File: src/swfe_pkg.sv
// Package for the stopwatch serial frame encoder.
// Holds the item kinds, frame characters, digit and snapshot types, and the
// status mapping. No dependencies.
`timescale 1ns / 1ps

package swfe_pkg;

  typedef enum logic [1:0] {
    KIND_TICK   = 2'd0,
    KIND_FRAME  = 2'd1,
    KIND_CLEAR  = 2'd2,
    KIND_UNUSED = 2'd3
  } kind_t;

  typedef enum logic [1:0] {
    PAD_NONE  = 2'd0,
    PAD_BOTH  = 2'd1,
    PAD_RIGHT = 2'd2,
    PAD_LEFT  = 2'd3
  } pad_t;

  localparam logic [7:0] CHAR_IDLE  = 8'h49;  // 'I'
  localparam logic [7:0] CHAR_RIGHT = 8'h52;  // 'R'
  localparam logic [7:0] CHAR_LEFT  = 8'h4C;  // 'L'
  localparam logic [7:0] CHAR_CR    = 8'd13;
  localparam logic [7:0] CHAR_LF    = 8'd10;
  localparam logic [3:0] ASCII_DIGIT_HI = 4'h3;  // '0'..'9' are 0x30..0x39
  localparam logic [1:0] CHECKSUM_HI    = 2'b01; // 64 plus a sum below 64

  typedef logic [3:0] digit_t;

  localparam digit_t DIGIT_MAX    = 4'd9;
  localparam digit_t SEC_TENS_MAX = 4'd5;
  localparam digit_t MIN_TENS_TOP = 4'd10;  // minutes = 100, count stopped

  localparam int NUM_DIGITS = 6;
  localparam int SUM_W      = 6;  // six digits of at most 9 sum to 54

  // Digits in frame order: minute ones, second tens and ones,
  // millisecond hundreds, tens and ones.
  typedef struct packed {
    digit_t min1;
    digit_t sec10;
    digit_t sec1;
    digit_t ms100;
    digit_t ms10;
    digit_t ms1;
  } time_digits_t;

  typedef struct packed {
    logic [7:0]   status;
    time_digits_t digits;
  } frame_snap_t;

  localparam int FRAME_LEN = 10;
  localparam int IDX_W     = $clog2(FRAME_LEN);
  typedef logic [IDX_W-1:0] frame_idx_t;

  localparam frame_idx_t IDX_STATUS = IDX_W'(0);
  localparam frame_idx_t IDX_MIN1   = IDX_W'(1);
  localparam frame_idx_t IDX_SEC10  = IDX_W'(2);
  localparam frame_idx_t IDX_SEC1   = IDX_W'(3);
  localparam frame_idx_t IDX_MS100  = IDX_W'(4);
  localparam frame_idx_t IDX_MS10   = IDX_W'(5);
  localparam frame_idx_t IDX_MS1    = IDX_W'(6);
  localparam frame_idx_t IDX_SUM    = IDX_W'(7);
  localparam frame_idx_t IDX_CR     = IDX_W'(8);
  localparam frame_idx_t IDX_LF     = IDX_W'(FRAME_LEN - 1);

  // The idle status shows which single pad is touched.
  function automatic logic [7:0] map_status(input logic [7:0] status,
                                            input logic [1:0] pad);
    logic [7:0] st;
    st = status;
    if (status == CHAR_IDLE) begin
      if (pad == PAD_RIGHT) st = CHAR_RIGHT;
      else if (pad == PAD_LEFT) st = CHAR_LEFT;
    end
    return st;
  endfunction

  function automatic logic [7:0] digit_char(input digit_t d);
    return {ASCII_DIGIT_HI, d};
  endfunction

endpackage

File: src/swfe_if.sv
// Valid/ready channel interfaces for the stopwatch serial frame encoder.
// Depends on nothing; payload widths follow the item fields.
`timescale 1ns / 1ps

interface swfe_in_if;
  logic       valid;
  logic       ready;
  logic [1:0] kind;
  logic [7:0] status_char;
  logic [1:0] pad_state;

  modport source (output valid, output kind, output status_char,
                  output pad_state, input ready);
  modport sink   (input valid, input kind, input status_char,
                  input pad_state, output ready);
endinterface

interface swfe_out_if;
  logic       valid;
  logic       ready;
  logic [7:0] frame_byte;
  logic       last_byte;

  modport source (output valid, output frame_byte, output last_byte, input ready);
  modport sink   (input valid, input frame_byte, input last_byte, output ready);
endinterface

File: src/swfe_time_counter.sv
// BCD minutes/seconds/milliseconds counter with stop mark at 100 minutes.
// Depends on swfe_pkg.
`timescale 1ns / 1ps

module swfe_time_counter (
  input  logic                   clk,
  input  logic                   rst_n,
  input  logic                   tick,
  input  logic                   clear,
  output swfe_pkg::time_digits_t digits
);

  swfe_pkg::digit_t min10_r, min10_nxt;
  swfe_pkg::digit_t min1_r, min1_nxt;
  swfe_pkg::digit_t sec10_r, sec10_nxt;
  swfe_pkg::digit_t sec1_r, sec1_nxt;
  swfe_pkg::digit_t ms100_r, ms100_nxt;
  swfe_pkg::digit_t ms10_r, ms10_nxt;
  swfe_pkg::digit_t ms1_r, ms1_nxt;
  logic             stopped_r, stopped_nxt;

  // Each digit rolls over only when all lower digits roll over.
  always_comb begin
    min10_nxt   = min10_r;
    min1_nxt    = min1_r;
    sec10_nxt   = sec10_r;
    sec1_nxt    = sec1_r;
    ms100_nxt   = ms100_r;
    ms10_nxt    = ms10_r;
    ms1_nxt     = ms1_r;
    stopped_nxt = stopped_r;
    if (clear) begin
      min10_nxt   = '0;
      min1_nxt    = '0;
      sec10_nxt   = '0;
      sec1_nxt    = '0;
      ms100_nxt   = '0;
      ms10_nxt    = '0;
      ms1_nxt     = '0;
      stopped_nxt = 1'b0;
    end else if (tick && !stopped_r) begin
      if (ms1_r != swfe_pkg::DIGIT_MAX) begin
        ms1_nxt = ms1_r + 4'd1;
      end else begin
        ms1_nxt = '0;
        if (ms10_r != swfe_pkg::DIGIT_MAX) begin
          ms10_nxt = ms10_r + 4'd1;
        end else begin
          ms10_nxt = '0;
          if (ms100_r != swfe_pkg::DIGIT_MAX) begin
            ms100_nxt = ms100_r + 4'd1;
          end else begin
            ms100_nxt = '0;
            if (sec1_r != swfe_pkg::DIGIT_MAX) begin
              sec1_nxt = sec1_r + 4'd1;
            end else begin
              sec1_nxt = '0;
              if (sec10_r != swfe_pkg::SEC_TENS_MAX) begin
                sec10_nxt = sec10_r + 4'd1;
              end else begin
                sec10_nxt = '0;
                if (min1_r != swfe_pkg::DIGIT_MAX) begin
                  min1_nxt = min1_r + 4'd1;
                end else begin
                  min1_nxt = '0;
                  if (min10_r != swfe_pkg::DIGIT_MAX) begin
                    min10_nxt = min10_r + 4'd1;
                  end else begin
                    min10_nxt   = swfe_pkg::MIN_TENS_TOP;
                    stopped_nxt = 1'b1;
                  end
                end
              end
            end
          end
        end
      end
    end
  end

  always_ff @(posedge clk) begin
    if (!rst_n) begin
      min10_r   <= '0;
      min1_r    <= '0;
      sec10_r   <= '0;
      sec1_r    <= '0;
      ms100_r   <= '0;
      ms10_r    <= '0;
      ms1_r     <= '0;
      stopped_r <= 1'b0;
    end else begin
      min10_r   <= min10_nxt;
      min1_r    <= min1_nxt;
      sec10_r   <= sec10_nxt;
      sec1_r    <= sec1_nxt;
      ms100_r   <= ms100_nxt;
      ms10_r    <= ms10_nxt;
      ms1_r     <= ms1_nxt;
      stopped_r <= stopped_nxt;
    end
  end

  assign digits = '{min1: min1_r, sec10: sec10_r, sec1: sec1_r,
                    ms100: ms100_r, ms10: ms10_r, ms1: ms1_r};

  // A stopped count sits at exactly 100:00.000.
  a_stopped_at_top: assert property (@(posedge clk) disable iff (!rst_n)
    stopped_r |-> (min10_r == swfe_pkg::MIN_TENS_TOP) && (min1_r == '0) &&
                  (sec10_r == '0) && (sec1_r == '0) && (ms100_r == '0) &&
                  (ms10_r == '0) && (ms1_r == '0))
    else $error("stopped count is not at 100 minutes");

  a_tick_steps_ms: assert property (@(posedge clk) disable iff (!rst_n)
    tick && !clear && !stopped_r && (ms1_r != swfe_pkg::DIGIT_MAX)
      |=> (ms1_r == $past(ms1_r) + 4'd1) && $stable(ms10_r) && $stable(sec1_r))
    else $error("tick did not add one millisecond");

  a_digits_in_range: assert property (@(posedge clk) disable iff (!rst_n)
    (ms1_r <= swfe_pkg::DIGIT_MAX) && (ms10_r <= swfe_pkg::DIGIT_MAX) &&
    (ms100_r <= swfe_pkg::DIGIT_MAX) && (sec1_r <= swfe_pkg::DIGIT_MAX) &&
    (sec10_r <= swfe_pkg::SEC_TENS_MAX) && (min1_r <= swfe_pkg::DIGIT_MAX))
    else $error("BCD digit out of range");

endmodule

File: src/swfe_frame_ser.sv
// Frame serializer: holds one time snapshot, sends its ten bytes through an
// output register one per cycle unless stalled. Depends on swfe_pkg, swfe_if.
`timescale 1ns / 1ps

module swfe_frame_ser (
  input  logic                  clk,
  input  logic                  rst_n,
  input  logic                  load,
  input  swfe_pkg::frame_snap_t snap,
  output logic                  busy,
  swfe_out_if.source            out_rsp
);

  swfe_pkg::frame_snap_t       snap_r;
  logic [swfe_pkg::SUM_W-1:0]  sum_r;
  swfe_pkg::frame_idx_t        idx_r, idx_nxt;
  logic                        pend_r, pend_nxt;
  logic                        out_valid_r, out_valid_nxt;
  logic [7:0]                  out_byte_r;
  logic                        out_last_r;
  logic [7:0]                  byte_sel;
  logic                        out_take;
  logic                        advance;
  logic [swfe_pkg::SUM_W-1:0]  snap_sum;

  assign snap_sum = swfe_pkg::SUM_W'(snap.digits.min1) +
                    swfe_pkg::SUM_W'(snap.digits.sec10) +
                    swfe_pkg::SUM_W'(snap.digits.sec1) +
                    swfe_pkg::SUM_W'(snap.digits.ms100) +
                    swfe_pkg::SUM_W'(snap.digits.ms10) +
                    swfe_pkg::SUM_W'(snap.digits.ms1);

  assign out_take = out_valid_r && out_rsp.ready;
  // The next byte moves up whenever the output register is empty or emptying.
  assign advance  = pend_r && (!out_valid_r || out_take);

  always_comb begin
    case (idx_r)
      swfe_pkg::IDX_STATUS: byte_sel = snap_r.status;
      swfe_pkg::IDX_MIN1:   byte_sel = swfe_pkg::digit_char(snap_r.digits.min1);
      swfe_pkg::IDX_SEC10:  byte_sel = swfe_pkg::digit_char(snap_r.digits.sec10);
      swfe_pkg::IDX_SEC1:   byte_sel = swfe_pkg::digit_char(snap_r.digits.sec1);
      swfe_pkg::IDX_MS100:  byte_sel = swfe_pkg::digit_char(snap_r.digits.ms100);
      swfe_pkg::IDX_MS10:   byte_sel = swfe_pkg::digit_char(snap_r.digits.ms10);
      swfe_pkg::IDX_MS1:    byte_sel = swfe_pkg::digit_char(snap_r.digits.ms1);
      swfe_pkg::IDX_SUM:    byte_sel = {swfe_pkg::CHECKSUM_HI, sum_r};
      swfe_pkg::IDX_CR:     byte_sel = swfe_pkg::CHAR_CR;
      swfe_pkg::IDX_LF:     byte_sel = swfe_pkg::CHAR_LF;
      default:              byte_sel = swfe_pkg::CHAR_LF;
    endcase
  end

  always_comb begin
    idx_nxt       = idx_r;
    pend_nxt      = pend_r;
    out_valid_nxt = out_valid_r;
    if (load) begin
      idx_nxt  = swfe_pkg::IDX_STATUS;
      pend_nxt = 1'b1;
    end else if (advance) begin
      idx_nxt = idx_r + 1'b1;
      if (idx_r == swfe_pkg::IDX_LF) pend_nxt = 1'b0;
    end
    if (advance) out_valid_nxt = 1'b1;
    else if (out_take) out_valid_nxt = 1'b0;
  end

  always_ff @(posedge clk) begin
    if (!rst_n) begin
      idx_r       <= swfe_pkg::IDX_STATUS;
      pend_r      <= 1'b0;
      out_valid_r <= 1'b0;
    end else begin
      idx_r       <= idx_nxt;
      pend_r      <= pend_nxt;
      out_valid_r <= out_valid_nxt;
    end
  end

  always_ff @(posedge clk) begin
    if (load) begin
      snap_r <= snap;
      sum_r  <= snap_sum;
    end
    if (advance) begin
      out_byte_r <= byte_sel;
      out_last_r <= (idx_r == swfe_pkg::IDX_LF);
    end
  end

  // A new frame may be taken at the edge where the current LF moves up.
  assign busy              = pend_r && !(advance && (idx_r == swfe_pkg::IDX_LF));
  assign out_rsp.valid     = out_valid_r;
  assign out_rsp.frame_byte = out_byte_r;
  assign out_rsp.last_byte = out_last_r;

  a_load_when_free: assert property (@(posedge clk) disable iff (!rst_n)
    load |-> !pend_r || (advance && (idx_r == swfe_pkg::IDX_LF)))
    else $error("frame loaded over a frame still being sent");

  a_idx_in_frame: assert property (@(posedge clk) disable iff (!rst_n)
    pend_r |-> (idx_r <= swfe_pkg::IDX_LF))
    else $error("byte index beyond the frame");

  a_lf_ends_frame: assert property (@(posedge clk) disable iff (!rst_n)
    advance && (idx_r == swfe_pkg::IDX_LF) && !load
      |=> !pend_r && out_valid_r && out_last_r &&
          (out_byte_r == swfe_pkg::CHAR_LF))
    else $error("frame did not end with a flagged LF");

endmodule

File: src/stopwatch_serial_frame_encoder.sv
// Top level of the stopwatch serial frame encoder.
// Depends on swfe_pkg, swfe_if, swfe_time_counter and swfe_frame_ser.
//
// Usage:
//   in_req (sink) takes requests: kind 0 adds one millisecond, kind 2 clears
//   the time and the stop mark, kind 1 asks for a frame, kind 3 is ignored.
//   Each frame request yields ten bytes on out_rsp (source): status, six
//   ASCII digits (minute ones, seconds, milliseconds), checksum, CR and LF,
//   with last_byte set on the LF.
//   Tick and clear requests are taken every cycle and act at the accepting
//   edge; a frame shows every request accepted before it.
//   A frame request snapshots the time when accepted; its bytes then pass one
//   at a time through the output register, one per cycle while out_rsp is
//   ready. The next frame request is taken at the edge where the LF of the
//   current one moves into the output register, so frames run back to back,
//   one byte per cycle on out_rsp when it does not stall.
//   While a frame is still being sent, in_req.ready is low only for another
//   frame request; ticks and clears keep flowing.
//   A stall on out_rsp holds the current byte and the rest of the frame.
//   Reset (rst_n low, synchronous) zeroes the time and the stop mark and
//   drops any frame in progress.
`timescale 1ns / 1ps

module stopwatch_serial_frame_encoder (
  input  logic     clk,
  input  logic     rst_n,
  swfe_in_if.sink  in_req,
  swfe_out_if.source out_rsp
);

  logic                   in_fire;
  logic                   ser_busy;
  logic                   tick;
  logic                   clear;
  logic                   load;
  swfe_pkg::time_digits_t digits;
  swfe_pkg::frame_snap_t  snap;

  assign in_req.ready = (in_req.kind != swfe_pkg::KIND_FRAME) || !ser_busy;
  assign in_fire      = in_req.valid && in_req.ready;
  assign tick         = in_fire && (in_req.kind == swfe_pkg::KIND_TICK);
  assign clear        = in_fire && (in_req.kind == swfe_pkg::KIND_CLEAR);
  assign load         = in_fire && (in_req.kind == swfe_pkg::KIND_FRAME);

  assign snap = '{status: swfe_pkg::map_status(in_req.status_char, in_req.pad_state),
                  digits: digits};

  swfe_time_counter u_counter (
    .clk    (clk),
    .rst_n  (rst_n),
    .tick   (tick),
    .clear  (clear),
    .digits (digits)
  );

  swfe_frame_ser u_ser (
    .clk     (clk),
    .rst_n   (rst_n),
    .load    (load),
    .snap    (snap),
    .busy    (ser_busy),
    .out_rsp (out_rsp)
  );

endmodule

File: src/flat_wrapper.sv
// flat-port wrapper written by rule: the top's interface ports become plain ports
module stopwatch_serial_frame_encoder_flat 
  (clk, rst_n, in_req_valid, in_req_kind, in_req_status_char, in_req_pad_state, in_req_ready, out_rsp_valid, out_rsp_frame_byte, out_rsp_last_byte, out_rsp_ready);
  swfe_in_if in_req_i ();
  swfe_out_if out_rsp_i ();
  input  logic clk;
  input  logic rst_n;
  input wire logic [$bits(in_req_i.valid)-1:0] in_req_valid;
  input wire logic [$bits(in_req_i.kind)-1:0] in_req_kind;
  input wire logic [$bits(in_req_i.status_char)-1:0] in_req_status_char;
  input wire logic [$bits(in_req_i.pad_state)-1:0] in_req_pad_state;
  output wire logic [$bits(in_req_i.ready)-1:0] in_req_ready;
  output wire logic [$bits(out_rsp_i.valid)-1:0] out_rsp_valid;
  output wire logic [$bits(out_rsp_i.frame_byte)-1:0] out_rsp_frame_byte;
  output wire logic [$bits(out_rsp_i.last_byte)-1:0] out_rsp_last_byte;
  input wire logic [$bits(out_rsp_i.ready)-1:0] out_rsp_ready;
  assign in_req_i.valid = in_req_valid;
  assign in_req_i.kind = in_req_kind;
  assign in_req_i.status_char = in_req_status_char;
  assign in_req_i.pad_state = in_req_pad_state;
  assign in_req_ready = in_req_i.ready;
  assign out_rsp_valid = out_rsp_i.valid;
  assign out_rsp_frame_byte = out_rsp_i.frame_byte;
  assign out_rsp_last_byte = out_rsp_i.last_byte;
  assign out_rsp_i.ready = out_rsp_ready;
  stopwatch_serial_frame_encoder u_core (.clk(clk), .rst_n(rst_n), .in_req(in_req_i), .out_rsp(out_rsp_i));
endmodule
File: config.mk
export PLATFORM = sky130hd
export DESIGN_NAME = stopwatch_serial_frame_encoder_flat
export DESIGN_NICKNAME = d
export VERILOG_FILES = /design/src/swfe_pkg.sv /design/src/swfe_if.sv /design/src/swfe_time_counter.sv /design/src/swfe_frame_ser.sv /design/src/stopwatch_serial_frame_encoder.sv /design/src/flat_wrapper.sv
export SDC_FILE = /design/constraint.sdc
export NUM_CORES = 1
export LEC_CHECK = 0
export BUFFER_PORTS_ARGS = -buffer_cell sky130_fd_sc_hd__buf_2
export CAP_MARGIN = 20
export CORE_UTILIZATION = 43
export CTS_CLUSTER_DIAMETER = 60
export DETAILED_ROUTE_END_ITERATION = 8
export PLACE_DENSITY = 0.64
export SYNTH_ARGS = -nofsm -noshare
export SYNTH_HDL_FRONTEND = slang
export SYNTH_HIERARCHICAL = 1
export SYNTH_SLANG_ARGS = --single-unit
export TNS_END_PERCENT = 10
File: constraint.sdc
create_clock -name clk -period 11.6 [get_ports clk]
set_input_delay 0.58 -clock clk [delete_from_list [all_inputs] [get_ports clk]]
set_output_delay 0.58 -clock clk [all_outputs]
set_load 0.02 [all_outputs]
==> flow_metrics.py, run 1 <==
metrics = {
    "run_status": {
        "status": "finished, final reports clean",
    },
    "pwr": {
        "p_int_uw": 400.4,
        "power.share.sequential_pct": 59.5,
        "p_leak_uw": 0.001636,
        "pwr-share-comb_pct": 4.7,
        "switchingPower_uw": 126.0,
        "clockPowerShare_pct": 35.7,
        "p_sw_share_pct": 23.93,
        "power_uw": 526.4,
        "ir_drop_v": 0.00005866,
        "p_per_area_mw_per_mm2": 113.4,
    },
    "yosys": {
        "synth_edf_count": 47,
        "synth-seq-cells": 82,
        "syn-num-nets": 433,
        "ys.flop_type": "edfxtp_1",
        "netlist_area_sq_mm": 0.004234,
        "syn_avg_cell_area_sq_um": 10.83,
        "synthArstFlopShare_pct": 0,
        "synth_cell_type_count": 58,
        "synth_seq_area_share_pct": 49.88,
        "synthCells": 391,
        "synth_warnings": 6,
    },
    "clocking": {
        "clkSinkCount": 82,
        "h-tree-depth": 3,
        "insertion_delay_ns": 0.36,
        "numCtsBuffers": 9,
        "clkTransAtPathRegs_ns": 0.09,
        "hold_buffers": 0,
        "cts_root_buf": "clkbuf_8",
        "cts_tree": "yes",
        "clockBufferDepth": 2,
        "cts_resized": 0,
        "post_cts_buffers": 0,
    },
    "job": {
        "drv_cap": 0,
    },
    "critical_path": {
        "cpPeakStageDelay_ns": 0.53,
        "start_kind": "flip-flop",
        "crit_top_cell": "inv_1",
        "slowest_stage": "fa_1",
        "cp.buffers_inverters": 5,
        "cp-end-kind": "flip-flop",
        "worstPathArrival_ns": 3.34,
        "cp_top_family": "adder cells",
        "crit_type": "flip-flop to flip-flop",
        "cp_max_fo": 8,
        "path_cells": "inv_1 -> fa_1 -> inv_1 -> fa_1 -> inv_1 -> fa_1 -> inv_1 -> ha_1 -> inv_1 -> fa_1 -> xnor2_1",
        "required_ns": 11.72,
        "r2r_setup_slack_ns": 8.38,
    },
    "routing": {
        "vias": 2919,
        "wl_per_cell_um": 14.95,
        "drc": 0,
        "drt_iter0_drc": 122,
        "firstDrtPassIters": 4,
        "antenna_left": 0,
        "detail_route.wirelength_mm": 8.190,
        "viasPerCell": 5.327,
    },
    "floorplanning": {
        "rows": 35,
        "die_area_sq_mm": 0.01025,
        "io_pins": 27,
        "fp.dieW_um": 101.2,
        "initial_core_util_pct": 45.18,
        "core-area_sq_mm": 0.009371,
        "die_h_um": 101.2,
    },
    "cells_and_area": {
        "finalNonFillerCells": 548,
        "fin_nets": 456,
        "area_growth_pct": 9.604,
        "final_area_sq_mm": 0.004641,
        "antenna_cells": 0,
        "drive_above_1_share_pct": 11.69,
    },
    "timing": {
        "fin_worst_skew_ns": 0.01330,
        "worst_pin_slew_ns": 1.066,
        "post-route-period-util_pct": 27.80,
        "hold_viol": 0,
        "rsz0062_at_grt": "no",
        "finalSetupViolations": 0,
        "clock.fmax_mhz": 310.1,
        "period_needed_ns": 3.225,
        "setup_ws_ns": 8.375,
        "tns_ns": 0,
        "relSlewSlack_pct": 28.94,
        "drv_slew": 0,
    },
    "global_route": {
        "grt_max_degree": 41,
        "grt_pass1_wl_mm": 13.91,
        "grt_pass1_vias": 2912,
        "grtUsageTotal_pct": 17.78,
        "overflow": 0,
        "antenna_found_initial": 0,
    },
    "place": {
        "placed_area_sq_mm": 0.004464,
        "io_buffers": 26,
        "dp_hpwl_mm": 5.962,
        "post-place-ws_ns": 8.332,
        "placedCellCount": 532,
        "place_congestion": 0.7590,
    },
    "worst_hold_path": {
        "worst_hold_path_type": "input port to flip-flop",
    },
}
## stage by stage
| step | utilization, % | hold WS [ns] |
|---|---|---|
| floorplan | - | 0.4560 |
| finish | 49.52 | 0.4157 |
| CTS | 49.52 | 0.3976 |
| global route | 49.52 | 0.3912 |
| detailed placement | 47.64 | 0.4824 |
| global placement | 47.64 | 0.4738 |
## routing by layer
| layer | routed length, um | track usage [%] | share of wire, % |
|---|---|---|---|
| met1 | 3768 | 21.98 | 46 |
| met2 | 4118 | 30.98 | 50 |
| met3 | 262 | 4.279 | 3.2 |
| met4 | 41 | 5.128 | 0.50 |
| met5 | 0 | 0 | 0 |
## worst register-to-register path, delay by kind of cell, from the launching register on
kind | cells | cell delay [ns]
xor+xnor | 1 | 0.14
buf+inv | 5 | 0.34
flops | 1 | 0.47
fa+ha+maj | 5 | 2.07
## area by class of cell
cell class                 instances  area, sq um
sequential                        82         2112
clock buffer                      10        127.6
multi-input combinational        239         1847
tap                              129        161.4
timing repair buffer              27        137.6
inverter                          55        206.4
fill                             882         4731
clock inverter                     6        48.80
## final timing paths
path | cells after the start | start | end
worst min-delay path | 1 | in_req_status_char[6] | u_core/u_ser/snap_r[30]
worst max-delay path | 11 | u_core/u_counter/ms1_r[2] | u_core/u_ser/sum_r[4]
worst max register to register | 11 | u_core/u_counter/ms1_r[2] | u_core/u_ser/sum_r[4]
worst min register to register | 2 | u_core/u_counter/min10_r[3] | u_core/u_counter/min10_r[3]
## cells in the final DEF (no fill, tap or decap), types with 5 or more instances in the layout
master,n
a21oi_1,25
buf_2,26
clkbuf_8,9
dfxtp_1,35
edfxtp_1,47
fa_1,16
ha_1,10
inv_1,54
mux2i_1,5
nand2_1,14
nand2b_1,6
nand3_1,14
nand4_1,5
nor2_1,19
nor2b_1,12
o21ai_0,14
o31ai_1,9
or4_1,9
xnor2_1,5
## flip-flops by register name (all words and copies together), names as in the netlist
name,count
u_core/u_ser/snap_r,32
u_core/u_ser/out_rsp.frame_byte,8
u_core/u_ser/sum_r,6
u_core/u_counter/min10_r,4
u_core/u_counter/min1_r,4
u_core/u_counter/ms100_r,4
u_core/u_counter/ms10_r,4
u_core/u_counter/ms1_r,4
u_core/u_counter/sec10_r,4
u_core/u_counter/sec1_r,4
u_core/u_ser/idx_r,4
u_core/u_counter/stopped_r,1
u_core/u_ser/out_rsp.last_byte,1
u_core/u_ser/out_rsp.valid,1
u_core/u_ser/pend_r,1
## cell usage after synthesis (all sizes together), types with 3 or more instances
cell type,number,share of area [%]
or4,10,1.9
a31oi,3,0.44
nor3,4,0.47
clkbuf,8,0.71
fa,16,7.6
o41ai,3,0.62
nand3,15,1.9
o31ai,9,1.6
buf,7,1.3
a22o,3,0.62
nand4b,3,0.62
xor2,3,0.62
edfxtp,47,33
mux2i,5,1.2
nor4,4,0.59
nor3b,4,0.71
nand2b,6,0.89
a222oi,4,0.95
nor2,19,1.7
a22oi,4,0.71
and3,4,0.59
xnor2,5,1.0
nand2,14,1.2
inv,55,4.9
o21ai,14,1.7
ha,10,3.0
a21oi,25,3.0
nor2b,12,1.8
dfxtp,35,17
nand4,5,0.74
nand3b,3,0.53
and3b,3,0.62
## cells by family (layout without fill, tap and decap cells)
logic type / count (synthesis) / after routing / share of synthesized area (%)
AND/OR/NAND/NOR: 119 / 119 / 17.02
XOR/XNOR: 8 / 8 / 1.655
adder cells (fa/ha/maj): 26 / 26 / 10.52
AO/OA/AOI/OAI: 81 / 81 / 12.88
buffers and inverters: 70 / 98 / 6.856
flip-flops: 82 / 82 / 49.88
multiplexers: 5 / 5 / 1.182
## power groups by stage
stage	logic, uW	clock network, uW	registers (uW)
3_5_place_dp	25.0	0	320
3_3_place_gp	24.5	0	320
5_1_grt	27.9	207	314
6_report	24.9	188	313
4_1_cts	25.1	194	313
2_1_floorplan	14.5	0	322
Note: power is estimated with default switching activity, not from simulation.
==> inputs of run 2 (changes only) <==
ABC_AREA = 1   (was unset)
clock period = 3.4 ns   (was 11.6 ns; I/O delays follow)
==> flow_metrics.py, run 2 <==
metrics = {
    "run_status": {
        "status": "finished, final reports clean",
    },
    "global_route": {
        "grt_max_degree": 41,
        "grt_pass1_wl_mm": 16.04,
        "overflow": 0,
        "grt_pass1_vias": 3544,
        "grtUsageTotal_pct": 18.38,
        "antenna_found_initial": 0,
    },
    "floorplanning": {
        "io_pins": 27,
        "core-area_sq_mm": 0.01037,
        "fp.dieW_um": 105.7,
        "die_h_um": 105.7,
        "die_area_sq_mm": 0.01117,
        "rows": 37,
        "initial_core_util_pct": 44.57,
    },
    "cells_and_area": {
        "antenna_cells": 0,
        "fin_nets": 629,
        "top_register": "u_core/u_ser/snap_r",
        "area_growth_pct": 12.53,
        "drive_above_1_share_pct": 15.71,
        "largest_reg_flops": 32,
        "final_common_cell": "nand2_1",
        "nFillCells": 1019,
        "mostFrequentLayoutCells": "nand2_1, inv_1, nand3_1",
    },
    "pwr": {
        "power.share.sequential_pct": 52.8,
        "p_leak_uw": 0.002175,
        "p_per_area_mw_per_mm2": 390.5,
        "pwr-share-comb_pct": 5.6,
        "p_sw_share_pct": 21.56,
        "clockPowerShare_pct": 41.6,
        "ir_drop_v": 0.0002346,
        "switchingPower_uw": 437.8,
        "p_int_uw": 1593,
        "power_uw": 2031,
    },
    "timing": {
        "fin_worst_skew_ns": 0.01669,
        "tns_ns": 0,
        "post-route-period-util_pct": 92.50,
        "relSlewSlack_pct": 47.62,
        "finalSetupViolations": 0,
        "hold_viol": 0,
        "drv_slew": 0,
        "worst_pin_slew_ns": 0.7846,
        "clock.fmax_mhz": 318.0,
        "period_needed_ns": 3.145,
        "rsz0062_at_grt": "no",
    },
    "critical_path": {
        "start_kind": "flip-flop",
        "cp-end-kind": "flip-flop",
        "worstPathArrival_ns": 3.24,
        "required_ns": 3.50,
        "crit_type": "flip-flop to flip-flop",
        "cp_max_fo": 4,
    },
    "yosys": {
        "synth_common_cells": "nand2_1, inv_1, nand3_1, nor2_1, edfxtp_1",
        "synthArstFlopShare_pct": 0,
        "synth_seq_area_share_pct": 45.70,
        "synth_cell_type_count": 33,
        "synth-seq-cells": 82,
        "synth_warnings": 6,
        "syn_avg_cell_area_sq_um": 8.373,
        "yosysMostFrequentCell": "nand2_1",
        "yosys-top-cells-area": "edfxtp_1, dfxtp_1, nand2_1, inv_1, fa_1",
        "yosysTopAreaCell": "edfxtp_1",
        "synthCells": 552,
        "synth_edf_count": 47,
        "syn-num-nets": 594,
        "yosys.area.top_type_share_pct": 30.54,
        "netlist_area_sq_mm": 0.004622,
        "ys.flop_type": "edfxtp_1",
    },
    "clocking": {
        "insertion_delay_ns": 0.35,
        "h-tree-depth": 3,
        "clkTransAtPathRegs_ns": 0.09,
        "cts_tree": "yes",
        "post_cts_buffers": 0,
        "numCtsBuffers": 9,
        "clockBufferDepth": 2,
        "cts_root_buf": "clkbuf_8",
        "clkSinkCount": 82,
    },
    "place": {
        "place_congestion": 0.8519,
        "dp_hpwl_mm": 7.206,
        "io_buffers": 26,
    },
    "routing": {
        "drt_iter0_drc": 208,
        "drc": 0,
        "antenna_left": 0,
        "detail_route.wirelength_mm": 9.512,
        "wl_per_cell_um": 13.07,
        "vias": 3602,
        "firstDrtPassIters": 4,
        "viasPerCell": 4.948,
    },
    "job": {
        "drv_cap": 0,
    },
    "worst_hold_path": {
        "worst_hold_path_type": "input port to flip-flop",
    },
}
run 2: stage by stage:
step	area (sq um)	utilization, %	instances	setup slack [ns]	hold WS [ns]
2_1_floorplan	4627	-	552	0.1233	0.3215
3_3_place_gp	4933	47.57	709	0.3073	0.3640
3_5_place_dp	4933	47.57	709	0.2661	0.3682
4_1_cts	5194	50.08	727	0.2247	0.01057
5_1_grt	5201	50.16	728	0.1362	0.02219
6_report	5201	50.16	728	0.2549	0.03246
run 2: per-layer routing:
layer	global-route usage [%]	part of all wire, %	routed length, um	up-vias
met5	0	0	0	-
met2	31.37	49	4637	72
met4	6.250	1.5	145	0
met1	22.92	46	4358	1689
met3	4.082	3.9	371	12
li1	-	-	-	1829
run 2: area by class of cell:
| class | instances | area (sq um) | area share (%) |
|---|---|---|---|
| sequential | 82 | 2112 | 40.61 |
| multi-input combinational | 361 | 2085 | 40.08 |
| inverter | 95 | 356.6 | 6.856 |
| timing repair buffer | 38 | 237.7 | 4.571 |
| tap | 136 | 170.2 | 3.272 |
| clock buffer | 10 | 127.6 | 2.454 |
| clock inverter | 6 | 112.6 | 2.165 |
run 2: path summary, 6_finish.rpt:
kind                         startpoint                          to  slack [ns]  cells after the start
max reg2reg   u_core/u_counter/ms1_r[2]       u_core/u_ser/sum_r[4]        0.25                     11
min reg2reg  u_core/u_counter/stopped_r  u_core/u_counter/stopped_r        0.46                      2
min               in_req_status_char[6]     u_core/u_ser/snap_r[30]        0.03                      1
max           u_core/u_counter/ms1_r[2]       u_core/u_ser/sum_r[4]        0.25                     11
run 2: critical path, cell delays in order (launching register included):
cell	delay (ns)
dfxtp_1	0.39
inv_1	0.08
fa_1	0.53
inv_1	0.06
fa_1	0.53
inv_1	0.05
fa_1	0.46
inv_1	0.07
ha_1	0.16
inv_1	0.06
fa_1	0.37
xnor2_1	0.13
run 2: logic make-up (layout without fill, tap and decap cells):
family	Yosys count	in the layout	share of synthesized area [%]
flops	82	82	45.70
buf+inv	109	149	9.448
fa+ha+maj	26	26	9.637
simple gates	289	289	29.81
compound gates	41	41	4.467
xor+xnor	5	5	0.9477
run 2: timing repair:
action | CTS | global route
hold buffers | 2 | 0
hold endpoints to repair | 2 | 0
gates resized for setup | 0 | 0
run 2: power by group through the flow:
stage          logic (uW)  clock network (uW)  registers [uW]
3_3_place_gp          110                   0            1100
2_1_floorplan        69.8                   0            1100
5_1_grt               130                 898            1070
3_5_place_dp          112                   0            1100
6_report              114                 845            1070
4_1_cts               114                 868            1070
